**src/assert_macros.svh**
```systemverilog
// ----------------------------------------------------------------------------
// assert_macros.svh
// Assertion macros shared by the interpolator RTL. Define NO_ASSERTIONS to
// compile them out.
// ----------------------------------------------------------------------------
`ifndef ASSERT_MACROS_SVH
`define ASSERT_MACROS_SVH
`ifndef NO_ASSERTIONS
// antecedent implies consequent in the same cycle
`define ASSERT_IMP(label, clk, rst, ante, cons) \
  label: assert property (@(posedge clk) disable iff (rst) (ante) |-> (cons)) \
    else $error("assertion failed");
// antecedent implies consequent in the following cycle
`define ASSERT_NXT(label, clk, rst, ante, cons) \
  label: assert property (@(posedge clk) disable iff (rst) (ante) |=> (cons)) \
    else $error("assertion failed");
`else
`define ASSERT_IMP(label, clk, rst, ante, cons)
`define ASSERT_NXT(label, clk, rst, ante, cons)
`endif
`endif

```
**src/pli_table.sv**
```systemverilog
// ----------------------------------------------------------------------------
// pli_table
// Breakpoint store: one write port, one registered read port, x and y side
// by side in each word.
// ----------------------------------------------------------------------------
`timescale 1ns / 1ps

module pli_table #(
  parameter int POINTS = 64,
  parameter int AW     = 6
) (
  input  logic                clk,
  input  logic                wr_en,
  input  logic [AW-1:0]       wr_addr,
  input  logic signed [31:0]  wr_x,
  input  logic signed [31:0]  wr_y,
  input  logic                rd_en,
  input  logic [AW-1:0]       rd_addr,
  output logic signed [31:0]  rd_x,
  output logic signed [31:0]  rd_y
);

  logic [63:0] mem [POINTS];
  logic [63:0] rd_word;

  always_ff @(posedge clk) begin
    if (wr_en) begin
      mem[wr_addr] <= {wr_x, wr_y};
    end
  end

  always_ff @(posedge clk) begin
    if (rd_en) begin
      rd_word <= mem[rd_addr];
    end
  end

  assign rd_x = rd_word[63:32];
  assign rd_y = rd_word[31:0];

endmodule

```
**config.mk**
```make
export PLATFORM = sky130hd
export DESIGN_NAME = pli_table
export DESIGN_NICKNAME = d
export VERILOG_FILES = /design/src/assert_macros.svh /design/src/pli_table.sv
export SDC_FILE = /design/constraint.sdc
export NUM_CORES = 2
export LEC_CHECK = 0
export BUFFER_PORTS_ARGS = -buffer_cell sky130_fd_sc_hd__buf_2
export CORE_UTILIZATION = 45
export CTS_CLUSTER_DIAMETER = 80
export DETAILED_ROUTE_END_ITERATION = 10
export SYNTH_ARGS = -nofsm -noshare
export SYNTH_HDL_FRONTEND = slang
export SYNTH_SLANG_ARGS = --single-unit
```
**constraint.sdc**
```tcl
create_clock -name clk -period 13.1 [get_ports clk]
set_clock_uncertainty 0.05 [all_clocks]
set_input_delay 1.31 -clock clk [delete_from_list [all_inputs] [get_ports clk]]
set_output_delay 1.31 -clock clk [all_outputs]
set_load 0.03 [all_outputs]
```
### Yosys cells after proc, flatten, opt, wreduce, memory -nomap -nowiden

Memory sizes are Yosys's and may differ from the RTL's. A register that Yosys moved wholly into a read port is not among the register bits.
Index checks and enable logic that the tools add are counted.

* multiplexer cells: 2

Operator list (number)
* two-way mux 1 bit: 2

* memories kept: 1
* output and inout bits: 64
* word-level logic and storage cells: 3
* register bits after elaboration: 0
* input bits: 79
* memory bits (writable): 4096

Memories
* mem: depth 64, width 64, read ports 1, clocked after Yosys merged registers in 1, write ports 1, RTL line pli_table.sv:23 `logic [63:0] mem [POINTS];`

### Depth between registers and ports, before layout

* depth in word-level cells: 2
* depth in mapped cells: 9
* mapped depth without buffers: 5

### Least setup slack after synthesis

No wires, ideal clock.

* kind: in2reg
* from: input wr_addr[3]
* to: memory mem[48][0], enable pin
* path slack: 6.304 ns
* library setup time: 0.564 ns
* stages: 4
* arrival time: 6.182 ns
* data required time: 12.486 ns
* buffers on the path: 1
* path through: clkbuf_1 -> nor2b_1 -> nand4b_1 -> nor3_1

RTL lines
* from (decl): RTL line pli_table.sv:14 `input logic [AW-1:0] wr_addr,`
* to (decl): RTL line pli_table.sv:23

Straight into the memory's write port.

==> results.sh <==
export IMPL_rsz0062_at_grt="no"
export IMPL_cts_made_buffers=410
export IMPL_ctsLongestPathBuffers=4
export IMPL_timing_rr_end="rd_word[8]"
export IMPL_grt_usage_pct=25.33
export IMPL_clockPowerShare_pct=41.3
export IMPL_grt_max_degree=134
export IMPL_ys_flop_type="edfxtp_1"
export IMPL_ir_worst_vdd_mv=0.1263
export IMPL_syn_area_sq_um=157000
export IMPL_path_depth=9
export IMPL_syn_num_nets=6677
export IMPL_dp_cells=11150
export IMPL_timing_final_crit_period_ns=5.099
export IMPL_setup_violations_final=0
export IMPL_first_pass_iters=5
export IMPL_critPathSlowestCell="buf_4"
export IMPL_clock_sinks=4160
export IMPL_ys_warn_count=0
export IMPL_clk_pin_slew_ns=0.06
export IMPL_power_leakage_uw=0.05460
export IMPL_place_congestion=0.7706
export IMPL_synth_cells=6598
export IMPL_synth_edf_count=4160
export IMPL_switching_share_pct=21.31
export IMPL_cts_htree_levels=5
export IMPL_die_h_microns=592.7
export IMPL_cts_setup_buffers=0
export IMPL_hold_viol=0
export IMPL_switchingPower_uw=5835
export IMPL_grt_pass1_vias=76060
export IMPL_path_cells="buf_12 -> buf_12 -> buf_4 -> buf_4 -> mux4_2 -> mux2i_1 -> o22ai_1 -> a31oi_1 -> a211oi_1"
export IMPL_fin_crit_sh_pct=38.93
export IMPL_final_nets=7067
export IMPL_tns_ns=0
export IMPL_cts_resized=0
export IMPL_ys_ff_latch=4160
export IMPL_fmax_mhz=196.1
export IMPL_hold_class="flip-flop to flip-flop"
export IMPL_tritoncts="done"
export IMPL_initial_core_util_pct=45.28
export IMPL_syn_to_final_growth_pct=12.59
export IMPL_worst_ep_required_time_ns=13.71
export IMPL_grt_pass1_wl_mm=614.6
export IMPL_intPower_uw=21550
export IMPL_dieArea_sq_um=351200
export IMPL_r2r_cells=4
export IMPL_max_stage_delay_ns=0.81
export IMPL_drc=0
export IMPL_ios=143
export IMPL_synth_top_area_share_pct=79.57
export IMPL_cap_violations=0
export IMPL_cp_max_fo=104
export IMPL_stdcell_count=11910
export IMPL_critPathArrivalTime_ns=5.71
export IMPL_die_w_microns=592.7
export IMPL_post_dp_hpwl_mm=228.9
export IMPL_yosysSeqAreaShare_pct=79.57
export IMPL_outcome="finished clean"
export IMPL_path_buf_inv=4
export IMPL_r2r_start="mem[38][8]"
export IMPL_grt_remaining_overflow=0
export IMPL_yosysUniqueCellTypes=32
export IMPL_start_kind="input port"
export IMPL_endpoint_kind="flip-flop"
export IMPL_async_flop_share_pct=0
export IMPL_drt_iter0_drc=10560
export IMPL_synth_top_cell_by_area="edfxtp_1"
export IMPL_rows=216
export IMPL_powerDensity_nw_per_um2=154.9
export IMPL_tightest_slew_ns=1.297
export IMPL_via_per_inst=6.439
export IMPL_combPwrFrac_pct=4.6
export IMPL_crit_family="buffers and inverters"
export IMPL_drv_slew=0
export IMPL_antenna_found_initial=45
export IMPL_core_area_sq_um=346700
export IMPL_seq_power_share_pct=54.1
export IMPL_maxSlewHeadroom_pct=13.56
export IMPL_synth_top_cells_by_area="edfxtp_1, mux4_2, mux2i_1"
export IMPL_holdBufCountCts=0
export IMPL_root_buffer="clkbuf_16"
export IMPL_vias=76700
export IMPL_startpoint="rd_addr[0]"
export IMPL_insertion_delay_ns=0.98
export IMPL_wirelength_mm=445.1
export IMPL_worstSetupPathType="input port to flip-flop"
export IMPL_ys_top_cells_by_count="edfxtp_1, mux4_2, buf_2, a22oi_1, clkbuf_1"
export IMPL_r2r_slack_ns=10.76
export IMPL_endpoint="rd_word[15]"
export IMPL_ant_nets=0
export IMPL_portBuffers=142
export IMPL_avgSynthCellArea_sq_um=23.79
export IMPL_drive_gt1_share_pct=27.70
export IMPL_wl_per_cell_microns=37.36
export IMPL_yosys_cell_count_top_type="edfxtp_1"
-- flip-flops by register name (all words and copies together) (netlist names) --
register and cells:
mem 4096, rd_word 64
-- per-layer routing --
metal / GRT usage [%] / share of wire (%) / wire [microns] / vias up
met1: 35.83 / 39 / 175800 / 42490
met5: 0 / 0.012 / 54 / -
met3: 4.352 / 9.0 / 40220 / 697
met4: 7.112 / 3.1 / 13730 / 10
li1: - / - / - / 29370
met2: 40.87 / 48 / 215300 / 4128
-- worst register-to-register path, cell delays in order, from the launching register on --
cell and delay [ns]:
edfxtp_1 0.36, mux4_2 0.48, or3_1 0.32, a41oi_1 0.56
a211oi_1 0.22
-- cell usage in the layout, fill, tap and decap left out, types with 19 or more instances in the layout --
cell type     n
edfxtp_1   4160
mux4_2     1024
clkbuf_16   415
buf_4       191
a22oi_1     168
buf_2       138
mux2i_1     135
clkinv_1    111
a22o_1       88
o22ai_1      83
clkbuf_1     80
clkinv_2     75
nor2_4       65
and3_1       64
a211oi_1     63
nand2_1      55
nor2_1       47
nand3_1      45
o221ai_1     38
or3_1        29
or2_2        28
bufinv_16    27
a41oi_1      26
nor2b_1      24
diode_2      21
inv_1        19
a2bb2oi_1    19
-- worst min path at each step --
| stage | from | cells past startpoint | endpoint |
|---|---|---|---|
| floorplan | mem[30][61] | 4 | rd_word[61] |
| global placement | mem[46][26] | 4 | rd_word[26] |
| detailed placement | mem[47][18] | 4 | rd_word[18] |
| CTS | rd_en | 1 | rd_word[17] |
| global route | rd_en | 1 | rd_word[17] |
| finish | mem[38][10] | 4 | rd_word[10] |
-- stage by stage --
stage / util [%] / area, sq um / worst slack, ns / hold WS (ns) / power (uW)
2_1_floorplan: - / 157000 / 6.304 / 0.8148 / 15800
3_3_place_gp: 47.30 / 164000 / 6.974 / 0.8379 / 16340
3_5_place_dp: 47.30 / 164000 / 7.024 / 0.8541 / 16370
4_1_cts: 50.96 / 176700 / 8.049 / 0.8059 / 27540
5_1_grt: 50.96 / 176700 / 7.678 / 0.8261 / 28070
6_report: 50.97 / 176700 / 8.001 / 0.8577 / 27380
-- cells by family (layout without fill, tap and decap cells) --
| logic type | Yosys count | in the layout | share of synthesized area [%] |
|---|---|---|---|
| mux | 1159 | 1159 | 15.55 |
| simple gates | 386 | 386 | 1.235 |
| other cells | 0 | 21 | 0 |
| flops | 4160 | 4160 | 79.57 |
| compound gates | 504 | 504 | 2.467 |
| buf+inv | 389 | 1104 | 1.176 |
-- area by class of cell --
cell class | count | area (sq um)
Sequential cell | 4160 | 124900
Clock buffer | 495 | 10690
Multi-Input combinational cell | 2049 | 30780
Inverter | 19 | 71.32
Timing Repair Buffer | 348 | 2495
Fill cell | 26770 | 170000
Clock inverter | 242 | 2014
Tap cell | 4578 | 5728
Antenna cell | 21 | 52.55
-- power groups by stage --
stage	clock (uW)	sequential (uW)	combinational, uW
5_1_grt	11900	14800	1330
2_1_floorplan	0	15100	687
6_report	11300	14800	1260
3_5_place_dp	0	15100	1260
4_1_cts	11400	14800	1260
3_3_place_gp	0	15100	1240
Power figures use the tool's default switching activity.
