`config.mk`:
```
export PLATFORM = sky130hd
export DESIGN_NAME = pli_muldiv
export DESIGN_NICKNAME = d
export VERILOG_FILES = /design/src/pli_pkg.sv /design/src/pli_muldiv.sv
export VERILOG_INCLUDE_DIRS = /design/src /design/src/src
export SDC_FILE = /design/constraint.sdc
export NUM_CORES = 2
export LEC_CHECK = 0
export ABC_AREA = 1
export BUFFER_PORTS_ARGS = -buffer_cell sky130_fd_sc_hd__buf_2
export CAP_MARGIN = 10
export CORE_ASPECT_RATIO = 1.75
export CORE_MARGIN = 2
export CORE_UTILIZATION = 33
export DETAILED_ROUTE_END_ITERATION = 6
export HOLD_SLACK_MARGIN = 0.03
export PLACE_DENSITY = 0.6
export SETUP_SLACK_MARGIN = 0.1
export SLEW_MARGIN = 15
export SYNTH_ARGS = -nofsm -noshare
export SYNTH_HDL_FRONTEND = slang
export SYNTH_SLANG_ARGS = --single-unit
```
`constraint.sdc`:
```
create_clock -name clk -period 19.1 [get_ports clk]
set_clock_uncertainty 0.2 [all_clocks]
set_input_delay 0.955 -clock clk [delete_from_list [all_inputs] [get_ports clk]]
set_output_delay 0.955 -clock clk [all_outputs]
set_load 0.02 [all_outputs]
```
`src/assert_macros.svh`:
```
// ----------------------------------------------------------------------------
// assert_macros.svh
// Assertion macros shared by the interpolator RTL. Define NO_ASSERTIONS to
// compile them out.
// ----------------------------------------------------------------------------
`ifndef ASSERT_MACROS_SVH
`define ASSERT_MACROS_SVH
`ifndef NO_ASSERTIONS
// antecedent implies consequent in the same cycle
`define ASSERT_IMP(label, clk, rst, ante, cons) \
  label: assert property (@(posedge clk) disable iff (rst) (ante) |-> (cons)) \
    else $error("assertion failed");
// antecedent implies consequent in the following cycle
`define ASSERT_NXT(label, clk, rst, ante, cons) \
  label: assert property (@(posedge clk) disable iff (rst) (ante) |=> (cons)) \
    else $error("assertion failed");
`else
`define ASSERT_IMP(label, clk, rst, ante, cons)
`define ASSERT_NXT(label, clk, rst, ante, cons)
`endif
`endif

```
`src/pli_pkg.sv`:
```
// ----------------------------------------------------------------------------
// pli_pkg
// Types and constants for the piecewise linear table interpolator.
// ----------------------------------------------------------------------------
`timescale 1ns / 1ps

package pli_pkg;

  // request codes
  localparam logic REQ_WRITE = 1'b0;
  localparam logic REQ_QUERY = 1'b1;

  // configuration register indexes
  localparam logic CFG_MODE   = 1'b0;
  localparam logic CFG_POINTS = 1'b1;

  // edge handling modes; anything else clamps
  localparam logic [2:0] MODE_EXTRAP_BOTH  = 3'd1;
  localparam logic [2:0] MODE_SLOPE_ONE    = 3'd2;
  localparam logic [2:0] MODE_STEP         = 3'd3;
  localparam logic [2:0] MODE_EXTRAP_RIGHT = 3'd4;

  localparam logic signed [31:0] Q_MAX = 32'sh7FFF_FFFF;
  localparam logic signed [31:0] Q_MIN = 32'sh8000_0000;

  // divider geometry: quotient bits 34..0, overflow above 2**34
  localparam int QW = 35;

  typedef enum logic [3:0] {
    ST_IDLE,
    ST_LD_FIRST,
    ST_LD_LEFT2,
    ST_LD_LAST,
    ST_LD_PREV,
    ST_SCAN,
    ST_PREP,
    ST_WAIT,
    ST_SUM,
    ST_RESULT
  } pli_state_t;

  typedef enum logic [1:0] {
    MD_IDLE,
    MD_MUL,
    MD_CHK,
    MD_DIV
  } md_state_t;

  typedef struct packed {
    logic        start;
    logic [32:0] mag_a;
    logic [32:0] mag_b;
    logic [32:0] den;
  } md_req_t;

  typedef struct packed {
    logic busy;
    logic done;
    logic ovf;
  } md_status_t;

endpackage

```
`src/pli_muldiv.sv`:
```
// ----------------------------------------------------------------------------
// pli_muldiv
// Shared slope unit: one 33x33 multiply, then a restoring shift-subtract
// divide producing one quotient bit a cycle. Quotients of 2**35 or more are
// flagged as overflow before the divide starts.
// ----------------------------------------------------------------------------
`timescale 1ns / 1ps
`include "assert_macros.svh"

module pli_muldiv
  import pli_pkg::*;
(
  input  logic          clk,
  input  logic          rst,
  input  md_req_t       req,
  output md_status_t    stat,
  output logic [QW-1:0] q
);

  md_state_t   md_state;
  md_state_t   md_state_next;
  logic [32:0] a;
  logic [32:0] b;
  logic [32:0] den;
  logic [65:0] prod;
  logic [65:0] rem;
  logic [66:0] dv;
  logic [5:0]  step;
  logic        done;
  logic        ovf;
  logic        too_big;
  logic        sub_ok;

  assign too_big = ({2'b00, prod} >= {den, 35'b0});
  assign sub_ok  = ({1'b0, rem} >= dv);

  always_comb begin
    md_state_next = md_state;
    unique case (md_state)
      MD_IDLE: begin
        if (req.start) md_state_next = MD_MUL;
      end
      MD_MUL: md_state_next = MD_CHK;
      MD_CHK: begin
        md_state_next = too_big ? MD_IDLE : MD_DIV;
      end
      MD_DIV: begin
        if (step == 6'd0) md_state_next = MD_IDLE;
      end
      default: md_state_next = MD_IDLE;
    endcase
  end

  always_ff @(posedge clk) begin
    if (rst) begin
      md_state <= MD_IDLE;
      done     <= 1'b0;
    end else begin
      md_state <= md_state_next;
      done     <= ((md_state == MD_CHK) && too_big) ||
                  ((md_state == MD_DIV) && (step == 6'd0));
    end
  end

  always_ff @(posedge clk) begin
    case (md_state)
      MD_IDLE: begin
        if (req.start) begin
          a   <= req.mag_a;
          b   <= req.mag_b;
          den <= req.den;
        end
      end
      MD_MUL: prod <= a * b;
      MD_CHK: begin
        ovf  <= too_big;
        rem  <= prod;
        dv   <= {den, 34'b0};
        q    <= '0;
        step <= 6'(QW - 1);
      end
      MD_DIV: begin
        if (sub_ok) begin
          rem <= rem - dv[65:0];
        end
        q    <= {q[QW-2:0], sub_ok};
        dv   <= dv >> 1;
        step <= step - 6'd1;
      end
      default: ;
    endcase
  end

  assign stat.busy = (md_state != MD_IDLE);
  assign stat.done = done;
  assign stat.ovf  = ovf;

  // remainder stays below twice the current divisor step
  `ASSERT_IMP(a_md_rem_bound, clk, rst, md_state == MD_DIV, ({2'b00, rem} < {dv, 1'b0}))
  `ASSERT_IMP(a_md_start_idle, clk, rst, req.start, md_state == MD_IDLE)
  `ASSERT_NXT(a_md_done_end, clk, rst, (md_state == MD_DIV) && (step == 6'd0), done)

endmodule

```
# Word level (Yosys, flattened, before mapping)
# Index checks and enable logic that the tools add are counted.
# op_classes
magnitude_cmp	2
n_mul	1
n_eq_ne	6
n_reduce_logical	10
muxes	9
addsub	2
# op_table
operator	n
67-bit case mux with 2 select lines	1
66-bit case mux with 2 select lines	1
35-bit case mux with 2 select lines	1
66-bit by 68-bit >= comparator with 1-bit output	1
66-bit by 67-bit >= comparator with 1-bit output	1
33-bit by 33-bit multiplier with 66-bit output	1
66-bit two-way mux	1
66-bit subtractor	1
6-bit case mux with 2 select lines	1
2-bit case mux with 4 select lines	1
6-bit zero test	1
2-bit two-way mux	3
2-bit AND reduction	3
6-bit by 1-bit subtractor with 6-bit output, second input constant	1
2-bit equality test, second input constant	2
2-bit != test, second input constant	2
2-bit nonzero test	2
2-bit by 1-bit equality test with 1-bit output, second input constant	1
1-bit logical AND	2
2-bit zero test	1
2-bit by 1-bit != test with 1-bit output, second input constant	1
1-bit logical OR	1
# word_totals
out_inout_bits	38
input_bits	102
ff_bits	343

# Logic depth before layout (Yosys ltp)
# logic_depth
word_depth	3
ltp_mapped	33
ltp_nobuf	31

# Least setup slack after synthesis
# OpenSTA, ideal clock, no wires.
# synth_path
path_type	reg2reg
startpoint	register b[0]
endpoint	register prod[57] (data pin)
setup_slack_ns	12.267
arrival_time_ns	6.380
path_buffers	2
period_less_slack_ns	6.833
path_stages_with_launch	33
t_required_ns	18.647
cell_sequence	edfxtp_1 -> clkbuf_1 -> clkbuf_1 -> nand2_1 -> inv_1 -> fa_1 -> inv_1 -> fa_1 -> inv_1 -> fa_1 -> inv_1 -> fa_1 -> inv_1 -> fa_1 -> inv_1 -> fa_1 -> inv_1 -> fa_1 -> inv_1 -> fa_1 -> inv_1 -> ha_1 -> nand2_1 -> nor2_1 -> inv_1 -> nor2_2 -> inv_1 -> nor4_4 -> nand2_1 -> nand2_1 -> nand2_1 -> nand4_1 -> nand2_1
# synth_between
elab_chain_cells	1
# synth_rtl
element	line_no	rtl
start, declared	pli_muldiv.sv:23	logic [32:0] b;
start signal, assigned	pli_muldiv.sv:70	b <= req.mag_b;
33-bit by 33-bit multiplier with 66-bit output	pli_muldiv.sv:74	MD_MUL: prod <= a * b;
end signal, assigned	pli_muldiv.sv:74	
end, declared	pli_muldiv.sv:25	logic [65:0] prod;
# Every way passes these cells.
# A chain may end at the register's enable or synchronous reset.

# Final worst setup path
# layout_path
startpoint	register b[3]
endpoint	register prod[53] (data pin)
# Same word-level chain as after synthesis.

==> flow_summary.ini <==
[hold_path]
min_delay_path_depth = 1
worstHoldPathType = input pin to flip-flop

[floorplanning]
die_y_um = 550
dieWidth_um = 316
io_pins = 140
core_um2 = 169000
rows = 200
initial_utilization_pct = 33.1
dieArea_um2 = 174000

[route]
initialDrtViolationCount = 2595
wirelength_um = 194000
num_vias = 44837
wl_per_cell_um = 20.7
ant_nets = 0
viasPerCell = 4.80
first_pass_iters = 6
drc = 0

[sta]
worst_slew_pin_slew_ps = 1070
rsz0062_at_grt = no
min_period_over_period_pct = 42.2
setup_viol = 0
fin_setup_tns_ps = 0
drv_slew = 0
fin_crit_ps = 8050
fmax_mhz = 124
slew_headroom_pct = 28.6
hold_viol = 0
fin_ws_ps = 11050

[cells_and_area]
fin_cells = 9349
drive_above_1_share_pct = 5.07
fin_nets = 8494
area_delta_synth_final_pct = 7.72

[synth]
yosys_warnings = 0
synth_edf_count = 340
synth_top_flop_cell = edfxtp_1
yosys.cell_types.count = 48
syn_avg_cell_area_um2 = 7.90
syn_nets = 8531
synth_area_um2 = 56100
synthArstFlopShare_pct = 0
seq_area_frac_synth_pct = 18.3
ys_ff_latch = 343
synthCells = 7106

[clock_tree]
cts_resized = 0
cts_root_buffer = clkbuf_16
cts.clk_slew.worst_paths_ps = 80
tritoncts = yes
clkSinkCount = 343
cts-buffers-inserted = 41
postCtsSetupRepairBufs = 0
cts_hold_buf = 0
clock_latency_ps = 660
h-tree-depth = 2
cts_buffer_depth = 3

[placement]
dp.cells = 9248
routabilityCongestion = 0.980
dp_hpwl_um = 154000
port_buffers = 139
dp_slack_ps = 11150

[critical_path]
cp_max_fo = 19
critPathCaptureType = flip-flop
cp.required_ps = 19300
arrival_ps = 8260
worst-setup-path-type = flip-flop to flip-flop
critPathLaunchType = flip-flop
r2r_cells = 25

[status]
outcome = complete, no violations

[grt]
overflow = 0
grt_antenna_before_repair = 7
grt_first_pass_wirelength_um = 293000
grt_pass1_vias = 49658
grt_max_degree = 98
grt_usage_pct = 22.7

[run]
maxCapViolations = 0
worst max-delay path, stage by stage, from the launching register on:
cell and delay (ps):
edfxtp_1 670, buf_4 360, nand2_1 230, fa_1 600, inv_1 50, fa_1 470
inv_1 50, fa_1 470, fa_1 550, inv_1 50, fa_1 490, fa_1 510
fa_1 490, inv_1 50, fa_1 470, inv_1 40, ha_1 330, a21oi_1 220
nor2_1 60, nor2_1 140, a21boi_0 550, nand2_1 280, nand3_1 230, nand3_1 100
nand2_1 70, nand2_1 50
kinds of logic after synthesis:
| logic type | Yosys count | synth area share, % |
|---|---|---|
| compound gates | 418 | 4.06 |
| xor+xnor | 73 | 1.14 |
| fa+ha+maj | 1323 | 42.3 |
| buf+inv | 2410 | 16.1 |
| flops | 343 | 18.3 |
| simple gates | 2539 | 18.1 |
routing by layer:
layer	wire length [um]	part of all wire [%]	vias to the layer above	GRT usage (%)
li1	-	-	20376	-
met1	62400	32	22006	21.6
met2	102000	53	1700	42.8
met3	8940	4.6	755	2.54
met4	20600	11	0	19.8
met5	0	0	-	0
per-stage QoR:
stage          util [%]  hold WS, ps  cell area, um2
2_1_floorplan         -          321           56100
3_3_place_gp       34.9          337           59100
3_5_place_dp       34.9          350           59100
4_1_cts            35.7          216           60400
5_1_grt            35.7          245           60500
6_report           35.7          270           60500
final cells by class:
cell class                      instances  area [um2]
Sequential cell                       343       10300
Clock buffer                           51        1090
Inverter                             2114        7940
Fill cell                           17659      109000
Tap cell                             2222        2780
Clock inverter                         24         215
Timing Repair Buffer                  216        1270
Multi-Input combinational cell       4353       36800
Antenna cell                           26        65.1
synth_stat cells, drive strengths merged (4+ instances only):
cell,n,area [um2]
o21a,10,75.1
a21boi,8,63.8
clkbuf,289,1080
nand4,29,181
xor2,38,333
and3,4,25.0
nand3b,10,78.8
edfxtp,340,10200
a21oi,186,942
inv,2113,7930
nor3,35,185
buf,7,40.0
nor4,15,115
nor2,375,1470
o21bai,19,143
o21ai,171,871
nand2,1927,7320
a21o,14,105
a31oi,5,31.3
xnor2,35,307
nand3,137,716
ha,364,4550
fa,959,19200
layout by cell type (no fill, tap or decap), drive strengths merged:
cell / n
clkinv: 15
nor4: 15
o31ai: 2
o21ai: 171
xnor2: 35
a211oi: 2
diode: 26
a21boi: 8
ha: 364
nand2: 1927
o211ai: 1
a31oi: 5
and3: 4
nand2b: 1
nand3: 137
o21a: 10
edfxtp: 340
buf: 216
or2: 3
a21o: 14
clkbuf: 51
nor3: 35
fa: 959
nand3b: 10
nand4: 29
bufinv: 1
nor2: 375
a21oi: 186
inv: 2119
clkinvlp: 3
xor2: 38
dfxtp: 3
o21bai: 19
and2: 3
sequential cells by signal (all words and copies together), names as in the netlist:
register,cells
rem,66
prod,66
den,33
q,35
md_state,2
step,6
done,1
a,33
dv,67
b,33
ovf,1
final timing paths:
| kind | endpoint | slack [ps] | start |
|---|---|---|---|
| worst max-delay path | prod[53] | 11050 | b[3] |
| worst min-delay path | den[11] | 270 | req[11] |
| worst max register to register | prod[53] | 11050 | b[3] |
| worst min register to register | rem[5] | 360 | prod[5] |
Power is left out: the tool's default activity adds up to more than one toggle a clock period on the data nets, which glitch-free logic cannot reach.
